File: src/hw/rtl/ttrc_pkg.sv
// shared constants for the three-term recurrence checksum
package ttrc_pkg;

  // word field widths
  localparam int unsigned DATA_W = 8;
  localparam int unsigned SUM_W  = 16;

  // checksum modulus and the offset applied to the first byte
  localparam logic [SUM_W-1:0] MODULUS      = 16'hFFFF;
  localparam logic [SUM_W-1:0] FIRST_OFFSET = 16'd7;

  // term values loaded at reset and at the start of a message
  localparam logic [SUM_W-1:0] TERM_INIT = 16'd1;

  // width of the biased difference before the modulo fold
  localparam int unsigned DIFF_W = 26;

  // 256 * 65535, added so that the negative branch stays non-negative
  localparam logic [DIFF_W-1:0] DIFF_BIAS = 26'd16776960;

endpackage

File: src/hw/rtl/three_term_recurrence_checksum.sv
// top level of the three-term recurrence checksum
//
// Takes a message one byte per word on the s_axis channel. s_axis_tlast marks
// the final byte. Each accepted byte updates a pair of recurrence terms held
// in registers. The byte that carries tlast produces one checksum word on the
// m_axis channel, and the terms go back to their start values.
// Bytes without tlast produce no output word.
//
// Throughput: one byte per clock while no checksum waits stalled. The term
// update is two narrow multiplies, a subtract and a single fold modulo 65535,
// done between the term registers. The checksum shows on m_axis in the cycle
// after its last byte is accepted. It sits in one output register.
//
// Reset (rst, synchronous) clears the output valid flag and puts the block at
// the start of a message. If the receiver stalls while a checksum waits,
// s_axis_tready drops until that word is taken. A checksum taken in the same
// cycle makes room for the next byte, so no cycle is lost.
module three_term_recurrence_checksum (
  input  logic                      clk,
  input  logic                      rst,
  input  logic                      s_axis_tvalid,
  output logic                      s_axis_tready,
  input  logic [ttrc_pkg::DATA_W-1:0] s_axis_tdata,   // [7:0] data_byte
  input  logic                      s_axis_tlast,    // last_byte
  output logic                      m_axis_tvalid,
  input  logic                      m_axis_tready,
  output logic [ttrc_pkg::SUM_W-1:0]  m_axis_tdata    // [15:0] checksum
);

  localparam int unsigned COEF_W = ttrc_pkg::DATA_W + 1;
  localparam int unsigned POS_W  = COEF_W + ttrc_pkg::SUM_W;
  localparam int unsigned NEG_W  = ttrc_pkg::DATA_W + ttrc_pkg::SUM_W;
  localparam int unsigned HI_W   = ttrc_pkg::DIFF_W - ttrc_pkg::SUM_W;

  // recurrence state
  logic                          at_start;
  logic [ttrc_pkg::DATA_W-1:0]   byte_index;
  logic [ttrc_pkg::SUM_W-1:0]    prev_term;
  logic [ttrc_pkg::SUM_W-1:0]    cur_term;

  logic                          accept;
  logic [ttrc_pkg::DATA_W-1:0]   alpha;
  logic [ttrc_pkg::DATA_W-1:0]   beta;
  logic [COEF_W-1:0]             coef;
  logic [POS_W-1:0]              pos;
  logic [NEG_W-1:0]              neg;
  logic                          is_neg;
  logic [ttrc_pkg::DIFF_W-1:0]   biased;
  logic [ttrc_pkg::SUM_W:0]      fold;
  logic [ttrc_pkg::SUM_W-1:0]    new_term;
  logic [ttrc_pkg::SUM_W-1:0]    first_term;
  logic [ttrc_pkg::SUM_W-1:0]    term_next;

  // handshake: take a byte whenever the output register is free or draining
  assign s_axis_tready = !m_axis_tvalid || m_axis_tready;
  assign accept        = s_axis_tvalid && s_axis_tready;

  // index coefficients, 17*i and 31*i modulo 256
  assign alpha = byte_index + {byte_index[3:0], 4'b0000};
  assign beta  = {byte_index[2:0], 5'b00000} - byte_index;

  // the two products of the recurrence
  assign coef = {1'b0, s_axis_tdata} + {1'b0, alpha};
  assign pos  = POS_W'(coef) * POS_W'(cur_term);
  assign neg  = NEG_W'(beta) * NEG_W'(prev_term);

  // negative difference is shifted up by one, then biased to stay positive
  assign is_neg = pos < POS_W'(neg);
  assign biased = ttrc_pkg::DIFF_W'(pos) + ttrc_pkg::DIFF_BIAS
                - ttrc_pkg::DIFF_W'(neg) + ttrc_pkg::DIFF_W'(is_neg);

  // modulo 65535: fold the high bits onto the low 16 bits, then one correction
  assign fold = (ttrc_pkg::SUM_W+1)'(biased[ttrc_pkg::DIFF_W-1 -: HI_W])
              + (ttrc_pkg::SUM_W+1)'(biased[ttrc_pkg::SUM_W-1:0]);

  always_comb begin
    if (fold >= (ttrc_pkg::SUM_W+1)'(ttrc_pkg::MODULUS)) begin
      new_term = ttrc_pkg::SUM_W'(fold - (ttrc_pkg::SUM_W+1)'(ttrc_pkg::MODULUS));
    end else begin
      new_term = fold[ttrc_pkg::SUM_W-1:0];
    end
  end

  // term that this byte leaves as current
  assign first_term = ttrc_pkg::SUM_W'(s_axis_tdata) + ttrc_pkg::FIRST_OFFSET;
  assign term_next  = at_start ? first_term : new_term;

  // state update per accepted byte
  always_ff @(posedge clk) begin
    if (rst) begin
      at_start   <= 1'b1;
      byte_index <= '0;
      prev_term  <= ttrc_pkg::TERM_INIT;
      cur_term   <= ttrc_pkg::TERM_INIT;
    end else if (accept) begin
      if (s_axis_tlast) begin
        at_start   <= 1'b1;
        byte_index <= '0;
        prev_term  <= ttrc_pkg::TERM_INIT;
        cur_term   <= ttrc_pkg::TERM_INIT;
      end else if (at_start) begin
        at_start   <= 1'b0;
        byte_index <= ttrc_pkg::DATA_W'(1);
        prev_term  <= ttrc_pkg::TERM_INIT;
        cur_term   <= first_term;
      end else begin
        byte_index <= byte_index + ttrc_pkg::DATA_W'(1);
        prev_term  <= cur_term;
        cur_term   <= new_term;
      end
    end
  end

  // output register
  always_ff @(posedge clk) begin
    if (rst) begin
      m_axis_tvalid <= 1'b0;
    end else if (accept && s_axis_tlast) begin
      m_axis_tvalid <= 1'b1;
    end else if (m_axis_tready) begin
      m_axis_tvalid <= 1'b0;
    end
  end

  always_ff @(posedge clk) begin
    if (accept && s_axis_tlast) begin
      m_axis_tdata <= term_next;
    end
  end

endmodule

File: config.mk
export PLATFORM = sky130hd
export DESIGN_NAME = three_term_recurrence_checksum
export DESIGN_NICKNAME = d
export VERILOG_FILES = /design/src/hw/rtl/ttrc_pkg.sv /design/src/hw/rtl/three_term_recurrence_checksum.sv
export SDC_FILE = /design/constraint.sdc
export NUM_CORES = 1
export LEC_CHECK = 0
export BUFFER_PORTS_ARGS = -buffer_cell sky130_fd_sc_hd__buf_2
export CELL_PAD_IN_SITES_DETAIL_PLACEMENT = 2
export CELL_PAD_IN_SITES_GLOBAL_PLACEMENT = 2
export CORE_MARGIN = 5
export CORE_UTILIZATION = 30
export CTS_CLUSTER_DIAMETER = 40
export CTS_CLUSTER_SIZE = 28
export DETAILED_ROUTE_END_ITERATION = 8
export PLACE_DENSITY_LB_ADDON = 0.1
export SLEW_MARGIN = 20
export SYNTH_ARGS = -nofsm -noshare
export SYNTH_HDL_FRONTEND = slang
export SYNTH_SLANG_ARGS = --single-unit
File: constraint.sdc
create_clock -name clk -period 17.1 [get_ports clk]
set_input_delay 1.71 -clock clk [delete_from_list [all_inputs] [get_ports clk]]
set_output_delay 1.71 -clock clk [all_outputs]
set_load 0.05 [all_outputs]
; ---- Yosys cells after proc, flatten, opt, wreduce, memory -nomap -nowiden
; Index checks and enable logic that the tools add are counted.
[word_totals]
wordCells = 35
output_inout_bits = 18
register_bits = 58
[op_classes]
n_reduce_logical = 5
n_addsub = 10
mul = 2
n_lt_le_gt_ge = 2
mux = 10
[op_table]
columns = op, n
row1 = $mux W16, 5
row2 = $add A25 B24 Y26 const B, 1
row3 = $add A26 B1 Y26, 1
row4 = $sub A26 B24 Y26, 1
row5 = $lt A25 B24 Y1, 1
row6 = $mul A9 B16 Y25, 1
row7 = $mul A8 B16 Y24, 1
row8 = $add A10 B16 Y17, 1
row9 = $ge A17 B16 Y1 const B, 1
row10 = $mux W8, 2
row11 = $sub A16 B16 Y16 const B, 1
row12 = $add A8 B3 Y9 const B, 1
row13 = $add A8 B8 Y9, 1
row14 = $add A8 B1 Y8 const B, 1
row15 = $add A8 B8 Y8, 1
row16 = $sub A8 B8 Y8, 1
row17 = $mux W1, 3
row18 = $logic_and A1 B1 Y1, 2
row19 = $reduce_bool A2 Y1, 1
row20 = $logic_not A1 Y1, 1
row21 = $logic_or A1 B1 Y1, 1

; ---- Depth between registers and ports, before layout
; Gate-level depths: netlist of run 1.
[logic_depth]
word_depth = 11
ltp_mapped = 60
depth_no_buf = 58

; ---- Worst setup path before layout of run 1
; Ideal clock, no wire load.
[synth_path]
path_type = in2reg
from = in s_axis_tdata[0] (netlist bit)
to = reg m_axis_tdata[7] (netlist bit), data pin
setup_slack_ns = 3.409
arrival_time_ns = 13.419
setup_time_ns = 0.272
stages = 57
path_cell_list = ha_1 > fa_1 > a21oi_1 > nor2_1 > nor2_1 > o21bai_1 > a21oi_1 > o21bai_1 > a21o_1 > clkbuf_1 > and2_1 > fa_1 > inv_1 > fa_1 > fa_1 > fa_1 > inv_1 > ha_1 > (+21 left out) > a21oi_1 > o21ai_0 > nand2b_1 > a21o_1 > a21oi_1 > xnor2_1 > ha_1 > fa_1 > a211oi_1 > nor3b_1 > o21a_1 > nor2_1 > xnor2_1 > nor2b_1 > o2111a_1 > a41oi_2 > o31ai_1 > o21ai_0
[synth_via]
elab_chain_cells = 9
elab_cells_between_ends = 12
classes_between = add/sub (7) / mul (1) / order compare (2) / mux (2)
[synth_rtl]
columns = element, line_no
row1 = start: declaration, three_term_recurrence_checksum.sv:23  ; input logic [ttrc_pkg::DATA_W-1:0] s_axis_tdata,
row2 = $add A8 B8 Y9, three_term_recurrence_checksum.sv:63  ; assign coef = {1'b0, s_axis_tdata} + {1'b0, alpha};
row3 = $mul A9 B16 Y25, three_term_recurrence_checksum.sv:64  ; assign pos = POS_W'(coef) * POS_W'(cur_term);
row4 = $add A25 B24 Y26, three_term_recurrence_checksum.sv:69  ; assign biased = ttrc_pkg::DIFF_W'(pos) + ttrc_pkg::DIFF_BIAS
row5 = $sub A26 B24 Y26, three_term_recurrence_checksum.sv:70  ; - ttrc_pkg::DIFF_W'(neg) + ttrc_pkg::DIFF_W'(is_neg);
row6 = $add A26 B1 Y26, three_term_recurrence_checksum.sv:70
row7 = $add A10 B16 Y17, three_term_recurrence_checksum.sv:74  ; + (ttrc_pkg::SUM_W+1)'(biased[ttrc_pkg::SUM_W-1:0]);
row8 = $sub A16 B16 Y16 or $ge A17 B16 Y1 (tied branches), "three_term_recurrence_checksum.sv:78, three_term_recurrence_checksum.sv:77"
row9 = $mux W16, three_term_recurrence_checksum.sv:77  ; if (fold >= (ttrc_pkg::SUM_W+1)'(ttrc_pkg::MODULUS)) begin
row10 = $mux W16 *, three_term_recurrence_checksum.sv:86  ; assign term_next = at_start ? first_term : new_term;
row11 = named net term_next (one bit), three_term_recurrence_checksum.sv:52  ; logic [ttrc_pkg::SUM_W-1:0] term_next;
row12 = end signal: assignment, three_term_recurrence_checksum.sv:127  ; m_axis_tdata <= term_next;
row13 = end: declaration, three_term_recurrence_checksum.sv:27  ; output logic [ttrc_pkg::SUM_W-1:0] m_axis_tdata
; Mark *: on every way through the listed nets, which the timed path passes. The rest lies on a longest branch.
; A chain may end at the register's enable or synchronous reset.

; ---- Worst setup path in the final report of run 1
; Same ends and word-level chain as after synthesis.

==> results.json, run 1 <==
{
  "outcome": "finished, final reports clean",
  "syn_area_per_cell_um2": 8.250,
  "worstSkewPairLatency_ns": 0.36,
  "worst_pin_slew_ns": 1.090,
  "final_cell_mix": "320 x inv_1, 208 x nand2_1, 191 x fa_1, 182 x ha_1, 151 x and2_1",
  "dpl_cell_area_mm2": 0.01538,
  "clockBufferDepth": 2,
  "max_freq_mhz": 64.70,
  "cts.sinks": 58,
  "cp.required_ns": 17.19,
  "netlist_instances": 1762,
  "grtUsageTotal_pct": 18.85,
  "critPathLaunchType": "input pin",
  "synth-async-reset-ratio_pct": 0,
  "die_h_um": 230.1,
  "crit_slowest_cell": "a2111oi_0",
  "min_path_type": "flip-flop to flip-flop",
  "drt_iter0_markers": 381,
  "slew_viol_final": 0,
  "finalCritPeriodShare_pct": 90.39,
  "ys_warn_count": 0,
  "die_area_mm2": 0.05296,
  "grt-ovfl-total": 0,
  "ant_nets": 0,
  "grt_pass1_vias": 13570,
  "synth_edf_count": 16,
  "synth_area_mm2": 0.01454,
  "drv_cap": 0,
  "drive_above_1_share_pct": 5.514,
  "initial_utilization_pct": 30.38,
  "final_area_mm2": 0.01568,
  "first_pass_iters": 5,
  "cp.arrival_ns": 15.55,
  "dp_hpwl_um": 41690,
  "crit_type": "input pin to flip-flop",
  "io_buffers": 30,
  "critPathMostFrequentCell": "fa_1",
  "wl_per_cell_um": 20.68,
  "timing.setup.tns_ns": 0,
  "cts_max_level": 3,
  "fin_skew_ns": 0.01534,
  "cts_resized": 0,
  "cp_num_buf_inv": 4,
  "clkTransAtPathRegs_ns": 0.06,
  "ys_types": 74,
  "cts_tree": "built",
  "wl_um": 49120,
  "row_count": 80,
  "areaGrowthSynthToFinish_pct": 7.876,
  "synth_seq_cells": 58,
  "hold_violations": 0,
  "syn_nets": 2148,
  "coreArea_mm2": 0.04785,
  "end_kind": "flip-flop",
  "slew-limit-headroom_pct": 27.09,
  "rsz0062_at_grt": "no",
  "num_vias": 12020,
  "cts_hold_buffers": 0,
  "ys.flop_type": "dfxtp_1",
  "gp_congestion": 0.8204,
  "avgViaCountPerCell": 5.060,
  "ys_seq_area_share_pct": 9.089,
  "r2r_setup_slack_ns": 2.53,
  "fin_util_pct": 32.77,
  "final_common_cell": "inv_1",
  "period_needed_ns": 15.46,
  "crit_family": "compound AO/OA/AOI/OAI gates",
  "critPathMaxStageDelay_ns": 0.60,
  "grt_max_degree": 25,
  "whs_ns": 0.5921,
  "pin_count": 31,
  "setup_violations": 0,
  "grt_first_pass_wirelength_um": 78540,
  "cts_root_buffer": "clkbuf_16",
  "post_cts_buffers": 0,
  "antenna_found_initial": 0,
  "drcViolationCount": 0,
  "nets": 2140,
  "crit_fanout": 16,
  "cts_inserted_buffers": 9,
  "die_w_um": 230.1
}
-- stage by stage --
stage                     instances  setup slack, ns
after floorplan                1762            3.409
after global placement         2358            1.666
after detailed placement       2358            1.289
after CTS                      2374            1.565
after global routing           2374           0.5712
final                          2375            1.643
-- cell type report --
class,instances,area (um^2)
well taps,615,769.5
inverters,320,1201
fillers,5513,32160
clock inverters,7,77.57
clock buffers,9,225.2
flip-flops and latches,58,1321
diodes,1,2.502
repair buffers,46,270.3
multi-input cells,1319,11810
-- cell families (layout without fill, tap and decap cells) --
family / count (synthesis) / after routing / synth area share (%)
and+or+nand+nor: 588 / 588 / 20.20
AOI/OAI and AO/OA: 256 / 256 / 12.56
DFF: 58 / 58 / 9.089
xor gates and xnor gates: 97 / 97 / 5.896
adders and majority gates: 373 / 373 / 41.97
other: 0 / 1 / 0
buffers and inverters: 385 / 382 / 9.941
muxes: 5 / 5 / 0.3443
-- registers in the layout (all words and copies together) (netlist names) --
| register | flops |
|---|---|
| cur_term | 16 |
| m_axis_tdata | 16 |
| prev_term | 16 |
| byte_index | 8 |
| m_axis_tvalid | 1 |
| at_start | 1 |
-- cell usage after synthesis (all sizes together), types with 7 or more instances --
cell    number  area [um^2]
nor2b       15        93.84
o21ai       28        140.1
edfxtp      16        480.5
a21oi       79        395.4
dfxtp       42        840.8
ha         182         2277
and2       151        944.7
xor2        35        314.1
inv        320         1201
nor3        33        165.2
a211oi      10        92.59
or3         10        67.56
o31ai        7        57.55
o211ai      12        90.09
nand3       26        130.1
clkbuf      55        206.5
a21o        20        150.1
nor2        76        285.3
nor3b        7        52.55
buf         10        37.54
nand3b       7        52.55
o21a        14        105.1
or2         12        75.07
nand2      209        784.5
and3        13        81.33
nand2b      18        112.6
a31oi        8        65.06
o21bai       9        67.56
fa         191         3824
xnor2       62        543.0
a31o         7        61.31
-- tightest hold or removal path: stages (launching register included) --
cell and delay (ns):
dfxtp_1 0.33, nand3_1 0.09, xor2_1 0.06, nor2_1 0.07
-- routing by layer --
metal  wire (um)  global-route usage (%)
met5           0                       0
met2       23360                   32.42
met3        1360                   2.270
met1       23510                   25.69
met4         888                   3.811
-- final timing paths --
check / from / endpoint / depth (start not counted)
min: byte_index[6] / byte_index[7] / 3
min reg2reg: byte_index[6] / byte_index[7] / 3
max: s_axis_tdata[0] / m_axis_tdata[7] / 57
max reg2reg: byte_index[0] / m_axis_tdata[7] / 54
Power of run 1 is not shown: default switching activity piles up to over one toggle a cycle in this logic, so the estimate is an artifact.
==> run 2: changes to the inputs <==
CTS_BUF_LIST = sky130_fd_sc_hd__clkbuf_8   (was default)
clock period = 14.9 ns   (was 17.1 ns; I/O delays follow)
==> run 2 against run 1 <==
Against the previous run:
- worst setup slack lost 1.1 ns
- first-iteration DRC count grew 24%
- global-route usage grew 0.31 points
- highest routed layer unchanged
- core utilization grew 0.49 points
- final cell count grew 1.1%
- wire length grew 3.8%
- flip-flop and latch count is the same
- cell area grew 1.5%
- register-to-register slack lost 1.3 ns
- non-clock buffer count grew 26
==> results.json, run 2 (same netlist as run 1, synthesis figures left out) <==
{
  "outcome": "finished, final reports clean",
  "initial_utilization_pct": 30.38,
  "nets": 2166,
  "cts_tree": "built",
  "cts_max_level": 3,
  "period_needed_ns": 14.34,
  "finalCritPeriodShare_pct": 96.21,
  "worstSkewPairLatency_ns": 0.37,
  "row_count": 80,
  "grt_first_pass_wirelength_um": 79700,
  "critPathLaunchType": "input pin",
  "drive_above_1_share_pct": 7.955,
  "hold_violations": 0,
  "min_path_type": "flip-flop to flip-flop",
  "grt-ovfl-total": 0,
  "final_area_mm2": 0.01592,
  "wl_um": 50970,
  "cts_hold_buffers": 0,
  "cts.sinks": 58,
  "cts_inserted_buffers": 9,
  "setup_violations": 0,
  "antenna_found_initial": 0,
  "slew-limit-headroom_pct": 27.69,
  "final_cell_mix": "320 x inv_1, 209 x nand2_1, 190 x fa_1, 181 x ha_1, 151 x and2_1",
  "crit_slowest_cell": "fa_1",
  "slew_viol_final": 0,
  "die_area_mm2": 0.05296,
  "rsz0062_at_grt": "yes",
  "worst_pin_slew_ns": 1.079,
  "first_pass_iters": 5,
  "layout.cells.non_filler": 2400,
  "grt_max_degree": 35,
  "drv_cap": 0,
  "max_freq_mhz": 69.76,
  "dp_hpwl_um": 42530,
  "diodes": 0,
  "clockBufferDepth": 2,
  "crit_type": "input pin to flip-flop",
  "die_h_um": 230.1,
  "grtUsageTotal_pct": 19.16,
  "avgViaCountPerCell": 5.056,
  "wl_per_cell_um": 21.24,
  "cp.required_ns": 15.17,
  "die_w_um": 230.1,
  "gp_congestion": 0.8054,
  "pin_count": 31,
  "areaGrowthSynthToFinish_pct": 9.503,
  "fin_util_pct": 33.27,
  "cp.depth": 56,
  "fin_skew_ns": 0.01875,
  "critPathMostFrequentCell": "ha_1",
  "final_common_cell": "inv_1",
  "crit_fanout": 7,
  "whs_path_depth": 2,
  "drcViolationCount": 0,
  "reg2regPathDepth": 54,
  "io_buffers": 30,
  "reg.largest.list": "cur_term (16), m_axis_tdata (16), prev_term (16)",
  "cts_root_buffer": "clkbuf_8",
  "critPathMaxStageDelay_ns": 0.54,
  "drt_iter0_markers": 473,
  "crit_family": "compound AO/OA/AOI/OAI gates",
  "cp_num_buf_inv": 7,
  "grt_pass1_vias": 13690,
  "dpl_cell_area_mm2": 0.01551,
  "fill_cells": 5474,
  "end_kind": "flip-flop",
  "clkTransAtPathRegs_ns": 0.09,
  "num_vias": 12140,
  "cp.arrival_ns": 14.61,
  "dp_cells": 2376,
  "coreArea_mm2": 0.04785,
  "ant_nets": 0
}
## run 2: what timing repair did
| action | 4_1_cts | 5_1_grt |
|---|---|---|
| endpoints found under the setup margin | 1 | 32 |
| pin swaps | 0 | 11 |
| resized for setup | 1 | 28 |
| setup buffers | 0 | 8 |
| gates cloned | 0 | 0 |
## run 2: layout make-up
type                    count  area [um^2]  share of cell area (%)
inverters                 320         1201                   7.546
flip-flops and latches     58         1321                   8.301
clock inverters             7        102.6                  0.6445
repair buffers             72        465.4                   2.924
well taps                 615        769.5                   4.834
clock buffers               9        123.9                  0.7782
multi-input cells        1319        11930                   74.97
## run 2: metal layers
layer / wire (um) / track usage (%) / up-vias
met5: 0 / 0 / -
met2: 25250 / 34.25 / 92
met4: 608 / 3.082 / 0
met3: 757 / 0.9252 / 27
met1: 24350 / 26.22 / 6355
li1: - / - / 5661
## run 2: final timing paths
| path | start | end | slack [ns] |
|---|---|---|---|
| setup / recovery | s_axis_tdata[0] | cur_term[4] | 0.56 |
| hold / removal | m_axis_tvalid | m_axis_tvalid | 0.57 |
| setup reg to reg | byte_index[4] | cur_term[4] | 1.26 |
| hold reg to reg | m_axis_tvalid | m_axis_tvalid | 0.57 |
## run 2: worst min-delay path, stage by stage, from the launching register on
cell	delay, ns
dfxtp_1	0.32
nand2b_1	0.13
a21oi_1	0.08
## run 2: through the flow
step | setup slack [ns] | hold WS, ns | TNS [ns]
floorplan | 1.429 | 0.4307 | 0
global placement | 0.1817 | 0.5303 | 0
detailed placement | -0.3636 | 0.5598 | -2.160
CTS | 0.04498 | 0.5730 | 0
global route | -0.02653 | 0.6137 | -0.02930
finish | 0.5642 | 0.5718 | 0
Power of run 2 is left out for the same reason.
